**config.mk**
```make
export PLATFORM = sky130hd
export DESIGN_NAME = mutex_unit_priority_inherit_top
export DESIGN_NICKNAME = d
export VERILOG_FILES = /design/src/sv/mupi_pkg.sv /design/src/sv/mupi_prio_store.sv /design/src/sv/mutex_unit_priority_inherit_top.sv
export SDC_FILE = /design/constraint.sdc
export NUM_CORES = 2
export LEC_CHECK = 0
export BUFFER_PORTS_ARGS = -buffer_cell sky130_fd_sc_hd__clkbuf_2
export CAP_MARGIN = 20
export CORE_ASPECT_RATIO = 0.6
export CORE_MARGIN = 2
export CORE_UTILIZATION = 40
export DETAILED_ROUTE_END_ITERATION = 6
export HOLD_SLACK_MARGIN = 0.02
export PLACE_DENSITY = 0.62
export SETUP_SLACK_MARGIN = 0.4
export SYNTH_ARGS = -nofsm -noshare
export SYNTH_HDL_FRONTEND = slang
export SYNTH_SLANG_ARGS = --single-unit
```
**constraint.sdc**
```tcl
create_clock -name clk -period 7.6 [get_ports clk]
set_input_delay 0.76 -clock clk [delete_from_list [all_inputs] [get_ports clk]]
set_output_delay 0.76 -clock clk [all_outputs]
set_load 0.02 [all_outputs]
```
**src/sv/mupi_pkg.sv**
```systemverilog
// Shared types and constants for the mutex table with priority inheritance.
// No dependencies.
`default_nettype none
package mupi_pkg;
    localparam int NUM_MUTEXES = 16;
    localparam int NUM_PROCS   = 16;
    localparam int PRIO_BITS   = 8;

    localparam logic [2:0] ST_ACQUIRED  = 3'd0;
    localparam logic [2:0] ST_ALREADY   = 3'd1;
    localparam logic [2:0] ST_BLOCKED   = 3'd2;
    localparam logic [2:0] ST_FREED     = 3'd3;
    localparam logic [2:0] ST_HANDED    = 3'd4;
    localparam logic [2:0] ST_NOTLOCKED = 3'd5;
    localparam logic [2:0] ST_NOTOWNER  = 3'd6;
    localparam logic [2:0] ST_REQBLOCK  = 3'd7;

    typedef enum logic [2:0] {
        S_IDLE, S_RDP, S_DEC, S_OWNRD, S_SCAN, S_HREAD, S_HDONE, S_FIN
    } state_t;

    typedef struct packed {
        logic       we;
        logic [3:0] waddr;
        logic [7:0] wdata;
        logic       set_valid;
    } prio_wr_t;

    typedef struct packed {
        logic [2:0] status;
        logic       wake_valid;
        logic [3:0] wake_proc;
        logic       prio_valid;
        logic [3:0] prio_proc;
        logic [7:0] prio_value;
    } result_t;
endpackage
`default_nettype wire

```
**src/sv/mupi_prio_store.sv**
```systemverilog
// Effective priority store: synchronous-read memory plus per-process valid bits.
// Depends on mupi_pkg.
`default_nettype none
module mupi_prio_store (
    input  wire logic               clk,
    input  wire logic               rst_n,
    input  wire mupi_pkg::prio_wr_t wr,
    input  wire logic [3:0]         raddr,
    output logic [7:0]              rdata,
    output logic [15:0]             valid
);
    logic [7:0]  mem [16];
    logic [15:0] valid_reg;

    always_ff @(posedge clk)
    begin
        if (wr.we)
        begin
            mem[wr.waddr] <= wr.wdata;
        end
        rdata <= mem[raddr];
    end

    always_ff @(posedge clk or negedge rst_n)
    begin
        if (!rst_n)
        begin
            valid_reg <= '0;
        end
        else if (wr.set_valid)
        begin
            valid_reg[wr.waddr] <= 1'b1;
        end
    end

    assign valid = valid_reg;
endmodule
`default_nettype wire

```
**src/sv/mutex_unit_priority_inherit_top.sv**
```systemverilog
// Top level of the mutex table: request sequencer, wait queue memory, owner state.
// Depends on mupi_pkg and mupi_prio_store.
//
// Usage: requests (func, mutex_id, proc_id, req_prio) arrive on a valid/stall
// channel; one result per request leaves on a valid/stall channel. The user must
// write inherit_enable over cfg_valid/cfg_ready/cfg_data only while no request is
// in flight; the block itself does not enforce this. Without stalls a request
// passes S_RDP and S_DEC and ends in S_FIN: a grant or a rejected request goes
// straight there, a lock that blocks passes S_OWNRD, an unlock that frees the
// mutex passes S_HREAD, and a hand-over passes S_HREAD and S_HDONE. An unlock
// with inheritance on first scans in S_SCAN every waiter of each mutex the owner
// still holds, one wait queue read per cycle, through the single read port of the
// wait queue memory, then drains the fifo read, priority read and compare steps.
// Requests are taken one at a time; in_stall is high while one is in work.
// The result sits in an output register; if the receiver stalls, the next
// request is still taken and finishes up to its result, which then waits.
// Reset clears ownership, queues, blocked marks and inheritance enable; the
// queue and priority memories need no clearing.
`default_nettype none
module mutex_unit_priority_inherit_top (
    input  wire logic       clk,
    input  wire logic       rst_n,
    input  wire logic       in_valid,
    output logic            in_stall,
    input  wire logic       func,
    input  wire logic [3:0] mutex_id,
    input  wire logic [3:0] proc_id,
    input  wire logic [7:0] req_prio,
    output logic            out_valid,
    input  wire logic       out_stall,
    output logic [2:0]      status,
    output logic            wake_valid,
    output logic [3:0]      wake_proc,
    output logic            prio_valid,
    output logic [3:0]      prio_proc,
    output logic [7:0]      prio_value,
    input  wire logic       cfg_valid,
    output logic            cfg_ready,
    input  wire logic       cfg_data
);
    mupi_pkg::state_t state_reg, state_next;

    logic        inherit_reg;
    logic        owner_valid_reg [16];
    logic [3:0]  owner_proc_reg  [16];
    logic [3:0]  head_reg        [16];
    logic [4:0]  count_reg       [16];
    logic        blocked_reg     [16];
    logic [15:0] mask_reg        [16];

    logic [3:0]  fifo_mem [256];
    logic [7:0]  fifo_waddr, fifo_raddr;
    logic [3:0]  fifo_wdata, fifo_rdata;
    logic        fifo_we;

    logic        func_reg, bad_reg;
    logic [3:0]  m_reg, p_reg, own_reg;
    logic [7:0]  base_reg, pprio_reg, best_reg;
    logic [4:0]  k_reg, i_reg;
    logic        v1_reg, v2_reg, ev2_reg;
    mupi_pkg::result_t res_reg, out_reg;
    logic        out_valid_reg;

    mupi_pkg::prio_wr_t prio_wr;
    logic [3:0]  prio_raddr;
    logic [7:0]  prio_rdata;
    logic [15:0] prio_vld;

    logic        accept, out_free, in_range;
    logic [3:0]  own, k4, i4;
    logic        scan_issue, scan_done;
    logic [2:0]  dec_status;

    mupi_prio_store u_prio (
        .clk   (clk),
        .rst_n (rst_n),
        .wr    (prio_wr),
        .raddr (prio_raddr),
        .rdata (prio_rdata),
        .valid (prio_vld)
    );

    assign accept    = in_valid && !in_stall;
    assign in_stall  = (state_reg != mupi_pkg::S_IDLE);
    assign cfg_ready = 1'b1;
    assign out_free  = !out_valid_reg || !out_stall;
    assign in_range  = (32'(mutex_id) < mupi_pkg::NUM_MUTEXES) &&
                       (32'(proc_id) < mupi_pkg::NUM_PROCS);
    assign own       = owner_proc_reg[m_reg];
    assign k4        = k_reg[3:0];
    assign i4        = i_reg[3:0];
    assign scan_issue = !k_reg[4] && mask_reg[p_reg][k4] && (i_reg < count_reg[k4]);
    assign scan_done  = k_reg[4] && !v1_reg && !v2_reg;

    // status decided in S_DEC
    always_comb
    begin
        dec_status = mupi_pkg::ST_ACQUIRED;
        if (bad_reg)
            dec_status = mupi_pkg::ST_NOTLOCKED;
        else if (blocked_reg[p_reg])
            dec_status = mupi_pkg::ST_REQBLOCK;
        else if (!func_reg)
        begin
            if (!owner_valid_reg[m_reg])
                dec_status = mupi_pkg::ST_ACQUIRED;
            else if (own == p_reg)
                dec_status = mupi_pkg::ST_ALREADY;
            else if (count_reg[m_reg][4])
                dec_status = mupi_pkg::ST_REQBLOCK;
            else
                dec_status = mupi_pkg::ST_BLOCKED;
        end
        else if (!owner_valid_reg[m_reg])
            dec_status = mupi_pkg::ST_NOTLOCKED;
        else if (own != p_reg)
            dec_status = mupi_pkg::ST_NOTOWNER;
    end

    // next state
    always_comb
    begin
        state_next = state_reg;
        unique case (state_reg)
            mupi_pkg::S_IDLE:  if (accept) state_next = mupi_pkg::S_RDP;
            mupi_pkg::S_RDP:   state_next = mupi_pkg::S_DEC;
            mupi_pkg::S_DEC:
            begin
                state_next = mupi_pkg::S_FIN;
                if (!bad_reg && !blocked_reg[p_reg] && owner_valid_reg[m_reg])
                begin
                    if (!func_reg)
                    begin
                        if (own != p_reg && !count_reg[m_reg][4])
                            state_next = mupi_pkg::S_OWNRD;
                    end
                    else if (own == p_reg)
                    begin
                        state_next = inherit_reg ? mupi_pkg::S_SCAN : mupi_pkg::S_HREAD;
                    end
                end
            end
            mupi_pkg::S_OWNRD: state_next = mupi_pkg::S_FIN;
            mupi_pkg::S_SCAN:  if (scan_done) state_next = mupi_pkg::S_HREAD;
            mupi_pkg::S_HREAD:
                state_next = (count_reg[m_reg] != 5'd0) ? mupi_pkg::S_HDONE : mupi_pkg::S_FIN;
            mupi_pkg::S_HDONE: state_next = mupi_pkg::S_FIN;
            mupi_pkg::S_FIN:   if (out_free) state_next = mupi_pkg::S_IDLE;
            default:           state_next = mupi_pkg::S_IDLE;
        endcase
    end

    // memory port control
    always_comb
    begin
        prio_wr    = '0;
        prio_raddr = p_reg;
        fifo_we    = 1'b0;
        fifo_waddr = {m_reg, head_reg[m_reg] + count_reg[m_reg][3:0]};
        fifo_wdata = p_reg;
        fifo_raddr = {m_reg, head_reg[m_reg]};
        unique case (state_reg)
            mupi_pkg::S_IDLE:
            begin
                // first sight of a process loads its base priority
                if (accept && in_range && !prio_vld[proc_id])
                begin
                    prio_wr.we        = 1'b1;
                    prio_wr.set_valid = 1'b1;
                    prio_wr.waddr     = proc_id;
                    prio_wr.wdata     = req_prio;
                end
            end
            mupi_pkg::S_DEC:
            begin
                prio_raddr = own;
                fifo_we = (state_next == mupi_pkg::S_OWNRD);
            end
            mupi_pkg::S_OWNRD:
            begin
                if (inherit_reg && prio_vld[own_reg] && pprio_reg < prio_rdata)
                begin
                    prio_wr.we    = 1'b1;
                    prio_wr.waddr = own_reg;
                    prio_wr.wdata = pprio_reg;
                end
            end
            mupi_pkg::S_SCAN:
            begin
                prio_raddr = fifo_rdata;
                fifo_raddr = {k4, head_reg[k4] + i4};
                if (scan_done && best_reg != pprio_reg)
                begin
                    prio_wr.we    = 1'b1;
                    prio_wr.waddr = p_reg;
                    prio_wr.wdata = best_reg;
                end
            end
            default: ;
        endcase
    end

    always_ff @(posedge clk)
    begin
        if (fifo_we)
        begin
            fifo_mem[fifo_waddr] <= fifo_wdata;
        end
        fifo_rdata <= fifo_mem[fifo_raddr];
    end

    always_ff @(posedge clk or negedge rst_n)
    begin
        if (!rst_n)
        begin
            state_reg     <= mupi_pkg::S_IDLE;
            inherit_reg   <= 1'b0;
            out_valid_reg <= 1'b0;
            v1_reg        <= 1'b0;
            v2_reg        <= 1'b0;
            for (int j = 0; j < 16; j++)
            begin
                owner_valid_reg[j] <= 1'b0;
                owner_proc_reg[j]  <= '0;
                head_reg[j]        <= '0;
                count_reg[j]       <= '0;
                blocked_reg[j]     <= 1'b0;
                mask_reg[j]        <= '0;
            end
        end
        else
        begin
            state_reg <= state_next;
            if (cfg_valid && cfg_ready)
                inherit_reg <= cfg_data;
            if (state_reg == mupi_pkg::S_FIN && out_free)
                out_valid_reg <= 1'b1;
            else if (out_valid_reg && !out_stall)
                out_valid_reg <= 1'b0;

            unique case (state_reg)
                mupi_pkg::S_IDLE:
                begin
                    if (accept)
                    begin
                        func_reg <= func;
                        m_reg    <= mutex_id;
                        p_reg    <= proc_id;
                        base_reg <= req_prio;
                        bad_reg  <= !in_range;
                    end
                end
                mupi_pkg::S_RDP: ;
                mupi_pkg::S_DEC:
                begin
                    pprio_reg <= prio_rdata;
                    own_reg   <= own;
                    res_reg   <= {dec_status, 18'd0};
                    k_reg     <= '0;
                    i_reg     <= '0;
                    best_reg  <= base_reg;
                    v1_reg    <= 1'b0;
                    v2_reg    <= 1'b0;
                    if (bad_reg || blocked_reg[p_reg])
                        ;
                    else if (!func_reg)
                    begin
                        if (!owner_valid_reg[m_reg])
                        begin
                            owner_valid_reg[m_reg] <= 1'b1;
                            owner_proc_reg[m_reg]  <= p_reg;
                            mask_reg[p_reg][m_reg] <= 1'b1;
                        end
                        else if (own != p_reg && !count_reg[m_reg][4])
                        begin
                            count_reg[m_reg]   <= count_reg[m_reg] + 5'd1;
                            blocked_reg[p_reg] <= 1'b1;
                        end
                    end
                    else if (owner_valid_reg[m_reg] && own == p_reg)
                        mask_reg[p_reg][m_reg] <= 1'b0;
                end
                mupi_pkg::S_OWNRD:
                begin
                    if (prio_wr.we)
                        res_reg <= {res_reg.status, res_reg.wake_valid, res_reg.wake_proc,
                                    1'b1, own_reg, pprio_reg};
                end
                mupi_pkg::S_SCAN:
                begin
                    // fifo read -> priority read -> compare, one waiter per cycle
                    v1_reg  <= scan_issue;
                    v2_reg  <= v1_reg;
                    ev2_reg <= prio_vld[fifo_rdata];
                    if (v2_reg && ev2_reg && prio_rdata < best_reg)
                        best_reg <= prio_rdata;
                    if (scan_issue)
                        i_reg <= i_reg + 5'd1;
                    else if (!k_reg[4])
                    begin
                        k_reg <= k_reg + 5'd1;
                        i_reg <= '0;
                    end
                    if (prio_wr.we)
                        res_reg <= {res_reg.status, res_reg.wake_valid, res_reg.wake_proc,
                                    1'b1, p_reg, best_reg};
                end
                mupi_pkg::S_HREAD:
                begin
                    if (count_reg[m_reg] == 5'd0)
                    begin
                        owner_valid_reg[m_reg] <= 1'b0;
                        owner_proc_reg[m_reg]  <= '0;
                        res_reg.status <= mupi_pkg::ST_FREED;
                    end
                end
                mupi_pkg::S_HDONE:
                begin
                    head_reg[m_reg]       <= head_reg[m_reg] + 4'd1;
                    count_reg[m_reg]      <= count_reg[m_reg] - 5'd1;
                    owner_proc_reg[m_reg] <= fifo_rdata;
                    mask_reg[fifo_rdata][m_reg] <= 1'b1;
                    blocked_reg[fifo_rdata]     <= 1'b0;
                    res_reg <= {mupi_pkg::ST_HANDED, 1'b1, fifo_rdata, res_reg.prio_valid,
                                res_reg.prio_proc, res_reg.prio_value};
                end
                mupi_pkg::S_FIN:
                begin
                    if (out_free)
                        out_reg <= res_reg;
                end
                default: ;
            endcase
        end
    end

    assign out_valid  = out_valid_reg;
    assign status     = out_reg.status;
    assign wake_valid = out_reg.wake_valid;
    assign wake_proc  = out_reg.wake_proc;
    assign prio_valid = out_reg.prio_valid;
    assign prio_proc  = out_reg.prio_proc;
    assign prio_value = out_reg.prio_value;
endmodule
`default_nettype wire
```
# Word level (Yosys, flattened, before mapping)
# Memory sizes are Yosys's and may differ from the RTL's. A register that Yosys moved wholly into a read port is not among the register bits.
# Cells that the tools add are included.
[totals]
in_bits = 23
reg_bits = 609
mem_count = 2
output_inout_bits = 24
mem_bits_rw = 1152
[memory_table]
columns = ["name", "depth", "width", "rd", "rd_ports_with_merged_regs", "write_ports", "line_no", "source"]
rows = [
  ["fifo_mem", 256, 4, 1, 1, 1, "mutex_unit_priority_inherit_top.sv:51", "logic [3:0] fifo_mem [256];"],
  ["u_prio.mem", 16, 8, 1, 1, 1, "mupi_prio_store.sv:12", "logic [7:0] mem [16];"],
]
[op_classes]
reduce_logical = 57
bitwise = 20
n_eq_ne = 25
n_lt_le_gt_ge = 18
add_sub_neg = 7
mux = 126
[ops]
columns = ["cell", "n"]
rows = [
  ["256-bit 2-to-1 mux", 4],
  ["256-bit OR", 2],
  ["256-bit case mux with 2 select lines", 1],
  ["80-bit 2-to-1 mux", 4],
  ["256-bit bitwise AND", 1],
  ["64-bit 2-to-1 mux", 4],
  ["256-bit inverter", 1],
  ["64-bit bitwise mux", 3],
  ["16-bit 2-to-1 mux", 12],
  ["64-bit case mux with 3 select lines", 1],
  ["80-bit bitwise mux", 2],
  ["80-bit case mux with 2 select lines", 1],
  ["16-bit demux with 4-bit select", 2],
  ["18-bit case mux with 4 select lines", 1],
  ["64-bit bitwise AND", 1],
  ["16-bit binary-select mux with 4-bit select", 1],
  ["64-bit inverter", 1],
  ["16-bit case mux with 2 select lines", 2],
  ["13-bit 2-to-1 mux", 4],
  ["4-bit binary-select mux with 4-bit select", 3],
  ["16-bit OR", 3],
  ["5-bit 2-to-1 mux", 9],
  ["3-bit 2-to-1 mux", 14],
  ["5-bit binary-select mux with 4-bit select", 2],
  ["51 further kinds", 174],
]

# Longest topological paths before layout
[logic_depth]
depth_word = 14
depth_mapped = 22
depth_no_buf = 14

# By module
# From an unflattened synthesis, not the netlist that was laid out.
[unflattened]
cells_unflattened = 6033
area_unflattened_um2 = 78102.4
[by_module_without_submodules]
columns = ["module", "area_each_um2", "seq_area_each_um2", "cells_each", "n_inst"]
rows = [
  ["mutex_unit_priority_inherit_top", 72381.9, 46119.2, 5761, 1],
  ["mupi_prio_store", 5720.5, 4404.2, 272, 1],
]

# Worst setup path after synthesis
# Ideal clock, no wire load.
[synth_path]
kind = "reg-to-reg"
from = "reg p_reg[0], in the netlist fifo_wdata[0]"
to = "reg k_reg[0], enable pin"
path_buffers = 4
t_arrival_ns = 6.604
setup_time_ns = 0.332
synth_period_minus_slack_ns = 6.936
stages_incl_launch_ff = 12
required_time_ns = 7.268
path_slack_ns = 0.664
path_cell_list = "edfxtp_1 > clkbuf_1 > buf_2 > buf_2 > clkbuf_1 > mux4_2 > mux4_2 > mux4_2 > mux4_2 > nand2_1 > nor4_1 > nor2b_1"
[synth_between]
elab_chain_cells = 10
[synth_lines]
columns = ["element", "line_no", "source"]
rows = [
  ["start, declared", "mutex_unit_priority_inherit_top.sv:57", "logic [3:0] m_reg, p_reg, own_reg;"],
  ["start signal, assigned", "mutex_unit_priority_inherit_top.sv:248", "p_reg <= proc_id;"],
  ["4-bit inverter with 5-bit output (implied by the code)", "mutex_unit_priority_inherit_top.sv:92", "assign scan_issue = !k_reg[4] && mask_reg[p_reg][k4] && (i_reg < count_reg[k4]);"],
  ["16-bit binary-select mux with 4-bit select", "mutex_unit_priority_inherit_top.sv:92", ""],
  ["16-bit 2-to-1 mux (implied by the code) (2 in series)", "mutex_unit_priority_inherit_top.sv:92", ""],
  ["1-bit binary-select mux with 4-bit select", "mutex_unit_priority_inherit_top.sv:92", ""],
  ["1-bit 2-to-1 mux (implied by the code)", "mutex_unit_priority_inherit_top.sv:92", ""],
  ["1-bit logical AND (2 in series)", "mutex_unit_priority_inherit_top.sv:92", ""],
  ["2-bit != test (no source line)", "n/a", ""],
  ["4-bit AND reduction (no source line)", "n/a", ""],
  ["end signal, assigned", "mutex_unit_priority_inherit_top.sv:301", "k_reg <= k_reg + 5'd1;"],
  ["end, declared", "mutex_unit_priority_inherit_top.sv:59", "logic [4:0] k_reg, i_reg;"],
]
# No other way between the ends. The select of a mux whose other input is x is not followed.
# A chain may end at the register's enable or synchronous reset.

# Final worst setup path
[layout_path]
from = "reg m_reg[1]"
to = "mem fifo_mem[166][0], enable pin"
[layout_between]
elab_chain_cells = 14
word_cells_on_any_way = 30
classes_between = "add/sub (1); eq/ne (3); mux (21); bitwise (1); reduce/logical (4)"
[layout_lines]
columns = ["element", "line_no", "source"]
rows = [
  ["start, declared", "mutex_unit_priority_inherit_top.sv:57", ""],
  ["start signal, assigned", "mutex_unit_priority_inherit_top.sv:247", "m_reg <= mutex_id;"],
  ["4-bit inverter with 5-bit output (implied by the code)", "n/a", ""],
  ["4-bit binary-select mux with 4-bit select / 5-bit binary-select mux with 4-bit select (equally long branches)", "n/a", ""],
  ["4-bit 2-to-1 mux (implied by the code) / 5-bit 2-to-1 mux (equally long branches) (2 in series)", "mutex_unit_priority_inherit_top.sv:89, mutex_unit_priority_inherit_top.sv:134, mutex_unit_priority_inherit_top.sv:146", ""],
  ["4-bit != test / 1-bit logical NOT (equally long branches)", "mutex_unit_priority_inherit_top.sv:134", "if (own != p_reg && !count_reg[m_reg][4])"],
  ["1-bit logical AND", "mutex_unit_priority_inherit_top.sv:134", ""],
  ["3-bit 2-to-1 mux", "mutex_unit_priority_inherit_top.sv:134", ""],
  ["3-bit 2-to-1 mux", "mutex_unit_priority_inherit_top.sv:132", "if (!func_reg)"],
  ["3-bit 2-to-1 mux", "mutex_unit_priority_inherit_top.sv:130", "if (!bad_reg && !blocked_reg[p_reg] && owner_valid_reg[m_reg])"],
  ["3-bit case mux with 7 select lines", "mutex_unit_priority_inherit_top.sv:124", "unique case (state_reg)"],
  ["3-bit by 2-bit equality test with 1-bit output", "mutex_unit_priority_inherit_top.sv:177", "fifo_we = (state_next == mupi_pkg::S_OWNRD);"],
  ["1-bit 2-to-1 mux", "mutex_unit_priority_inherit_top.sv:162", "unique case (state_reg)"],
  ["1-bit 2-to-1 mux", "mutex_unit_priority_inherit_top.sv:205", "if (fifo_we)"],
  ["1-bit 2-to-1 mux (implied by the code)", "mutex_unit_priority_inherit_top.sv:207", "fifo_mem[fifo_waddr] <= fifo_wdata;"],
  ["end, declared", "mutex_unit_priority_inherit_top.sv:51", ""],
]
# Parallel ways exist; a longest one is shown, timed or not. The select of a mux whose other input is x is not followed.

==> flow_summary.toml <==
[status]
run_status = "finished with violations"
violations_in_the_final_reports = "DRC"

[finish]
final_design_area_no_fill_um2 = 88100
seqCellArea_um2 = 50500
areaGrowthSynthToFinish_pct = 11.6
fillers = 17455
share_of_post_route_cells_with_drive_strength_above_1_pct = 14.2
multiInputGateArea_um2 = 26500
nNetsFinal = 6228
layoutNonFillerInstCount = 8918

[detailed_routing]
drc = 1
wl_per_cell_um = 27.3
dr_total_vias = 54898
drtPass1Iterations = 7
drt-initial-drc-count = 8664
routed_via_density = 6.16
drtAntennaViolNets = 0
totalWireLength_um = 243000

[pwr]
worst_ir_drop_vdd_mv = 0.208
power_per_cell_area_nw_per_um2 = 357
static_power_due_to_leakage_nw = 32.2

[synth]
synthFlopType = "sky130_fd_sc_hd__edfxtp_1"
synth-compound-area-share_pct = 12.2
synth_simple_gate_area_share_pct = 8.81
synth-edff-count = 1242
synth.area.mux_share_pct = 11.2
post_synth.cell_area_avg_um2 = 12.7
synth_xor_xnor_area_share_pct = 0.355
yosys_register_bits = 1773
synth.net_count = 6288
synth.lib_cells_used.distinct = 80
post-synth-top-count-cell = "sky130_fd_sc_hd__edfxtp_1"
synthTopCellsByArea = "sky130_fd_sc_hd__edfxtp_1 (47%), sky130_fd_sc_hd__dfrtp_1 (16%), sky130_fd_sc_hd__mux4_2 (5.8%)"
synth_top_family_by_area = "compound AO/OA/AOI/OAI gates"
synthesis.yosys.warnings = 0
synthesis.area_um2 = 78900
synthDominantCellAreaShare_pct = 47.3
synth-async-reset-ratio_pct = 29.3
yosys.area.top_type = "sky130_fd_sc_hd__edfxtp_1"
fraction_of_the_mapped_netlist_area_in_adder_cells_pct = 0.526
list_of_most_frequent_post_synthesis_cells = "sky130_fd_sc_hd__edfxtp_1 (1242), sky130_fd_sc_hd__nand2_1 (740), sky130_fd_sc_hd__a21oi_1 (608)"
synth_cells = 6233
synth-seq-area-share_pct = 64.0

[die]
die_x_um = 577
initial_standard_cell_utilization_of_the_core_pct = 40.2
fp.coreArea_um2 = 196000
ios = 47
placementRows = 126
die_y_um = 348
total_die_area_um2 = 201000

[clock_network]
buffer_count_from_post_cts_setup_fixing = 0
clk_pin_slew_worst_paths_ns = 0.06
clock_insertion_delay_worst_skew_ns = 0.84
cts.htree.levels = 4
tritoncts.num_buffers = 170
max-clock-path-buffers = 4
cts_tree = "done"
clock-sinks = 1773
cts.root.buffer_cell = "sky130_fd_sc_hd__clkbuf_16"

[global_routing]
grt_first_pass_wirelength_um = 359000
antenna_found_initial = 11
grt_pass1_vias = 51955
grt_start_max_net_pins = 179
grt_usage_pct = 23.8
globalRoute.totalOverflow = 0

[placed_design]
gp_routability_congestion = 0.904
place.port_buffers = 45
placedCellCount = 8612
placed_standard_cell_area_um2 = 82400
detailedPlacementHpwl_um = 154000

[critical_path]
critical_path_cell_by_cell = "buf_4, mux4_2, mux4_2, clkinv_1, nand2_1, nor4b_2, nand2_1, nor3_4, nand2_1, buf_4, nor2_1"
worst_setup_path_end_kind = "flip-flop"
worst_setup_path_start_kind = "flip-flop"
slowest_stage = "sky130_fd_sc_hd__edfxtp_1"
required_ns = 8.02
criticalPathCategory = "reg -> reg"
critPathArrivalTime_ns = 7.03
crit_path_frequent_cell = "sky130_fd_sc_hd__nand2_1"
r2r_cells = 11
setup.worst_path.end = "fifo_mem[166][0]$_DFFE_PP_"
critical_path.reg2reg.endpoint = "fifo_mem[166][0]$_DFFE_PP_"
regToRegSetupSlack_ns = 0.99
start_of_the_worst_register_to_register_path = "m_reg[1]$_DFFE_PP_"
cp_max_fo = 26
critPathLaunch = "m_reg[1]$_DFFE_PP_"
crit_path_max_incr_delay_ns = 0.95

[timing]
max-slew-margin-rel_pct = 11.8
finalCritPeriodShare_pct = 87.0
timing.final.max_slew_violations = 0
tightest_slew_ns = 1.32
clock-skew-final_ns = 0.0686
final_period_minus_worst_setup_slack_ns = 6.61
setup_viol = 0
fin_tns_setup_ns = 0
hold_viol = 0
rsz_0062_raised_after_global_routing = "false"
fmax_mhz = 151

[job]
maxCapViolCount = 0

[hold_path]
worst_hold_path_type = "in -> reg"
cell type report:
| class | count | area share, % |
|---|---|---|
| clock inverters | 75 | 0.909 |
| repair buffers | 262 | 2.48 |
| multi-input cells | 3929 | 30.1 |
| flip-flops and latches | 1773 | 57.4 |
| diodes | 1 | 0.00284 |
| inverters | 37 | 0.158 |
| well taps | 2624 | 3.73 |
| clock buffers | 217 | 5.27 |
how the worst min path moves through the flow:
stage / from / depth (start not counted) / endpoint / slack [ns]
after floorplan: res_reg[8]$_SDFFCE_PN0P_ / 0 / prio_proc[0]$_DFFE_PP_ / 0.40
after global placement: res_reg[3]$_SDFFCE_PN0P_ / 0 / prio_value[3]$_DFFE_PP_ / 0.41
after detailed placement: res_reg[3]$_SDFFCE_PN0P_ / 0 / prio_value[3]$_DFFE_PP_ / 0.41
after CTS: mutex_id[1] / 1 / m_reg[1]$_DFFE_PP_ / 0.09
after global routing: mutex_id[1] / 1 / m_reg[1]$_DFFE_PP_ / 0.10
final: mutex_id[0] / 1 / m_reg[0]$_DFFE_PP_ / 0.13
power breakdown:
group	total [W]	internal [W]	switching, W
Clock	0.00861	0.00485	0.00376
Sequential	0.0120	0.0113	0.000662
Combinational	0.0109	0.00372	0.00715
Total	0.0314	0.0199	0.0116
through the flow:
step / total power, W / hold WS, ns / util (%) / setup slack [ns]
2_1_floorplan: 0.0188 / 0.400 / - / 0.664
3_3_place_gp: 0.0225 / 0.409 / 42.0 / 1.15
3_5_place_dp: 0.0227 / 0.410 / 42.0 / 1.05
4_1_cts: 0.0312 / 0.0920 / 44.8 / 1.01
5_1_grt: 0.0327 / 0.104 / 44.9 / 0.782
6_report: 0.0314 / 0.135 / 44.9 / 0.986
kinds of logic after synthesis:
logic type      Yosys count
fa+ha+maj                32
xor+xnor                 32
simple gates           1579
other cells               1
mux                     621
compound gates         1664
flops                  1773
buf+inv                 531
critical path: cells and delay by family, from the launching register on:
kind,cells,cell delay [ns]
muxes,2,1.03
and+or+nand+nor,6,2.96
DFF,1,0.95
buffers and inverters,3,1.21
metal layers:
layer / vias up / track usage [%] / share of wire [%]
met4: 10 / 5.74 / 2.3
met2: 3248 / 32.3 / 41
met3: 397 / 6.69 / 13
met1: 27867 / 37.2 / 44
met5: - / 0 / 0.025
li1: 23376 / - / -
placed cells by master (no fill, tap or decap), drive strengths merged, types with 42 or more instances in the layout:
master	instances
edfxtp	1242
nand2	743
a21oi	609
o21ai	580
dfrtp	519
nor2	415
mux2i	320
clkbuf	262
buf	216
mux4	203
nand3	173
mux2	98
a211oi	86
nor3	62
nor4b	61
a22oi	59
clkinv	50
o31ai	42
repair_timing:
item                      4_1_cts  5_1_grt
hold buffers                    1        0
hold endpoints to repair       66        0
gates resized for setup         0        0
Power figures use the tool's default switching activity.
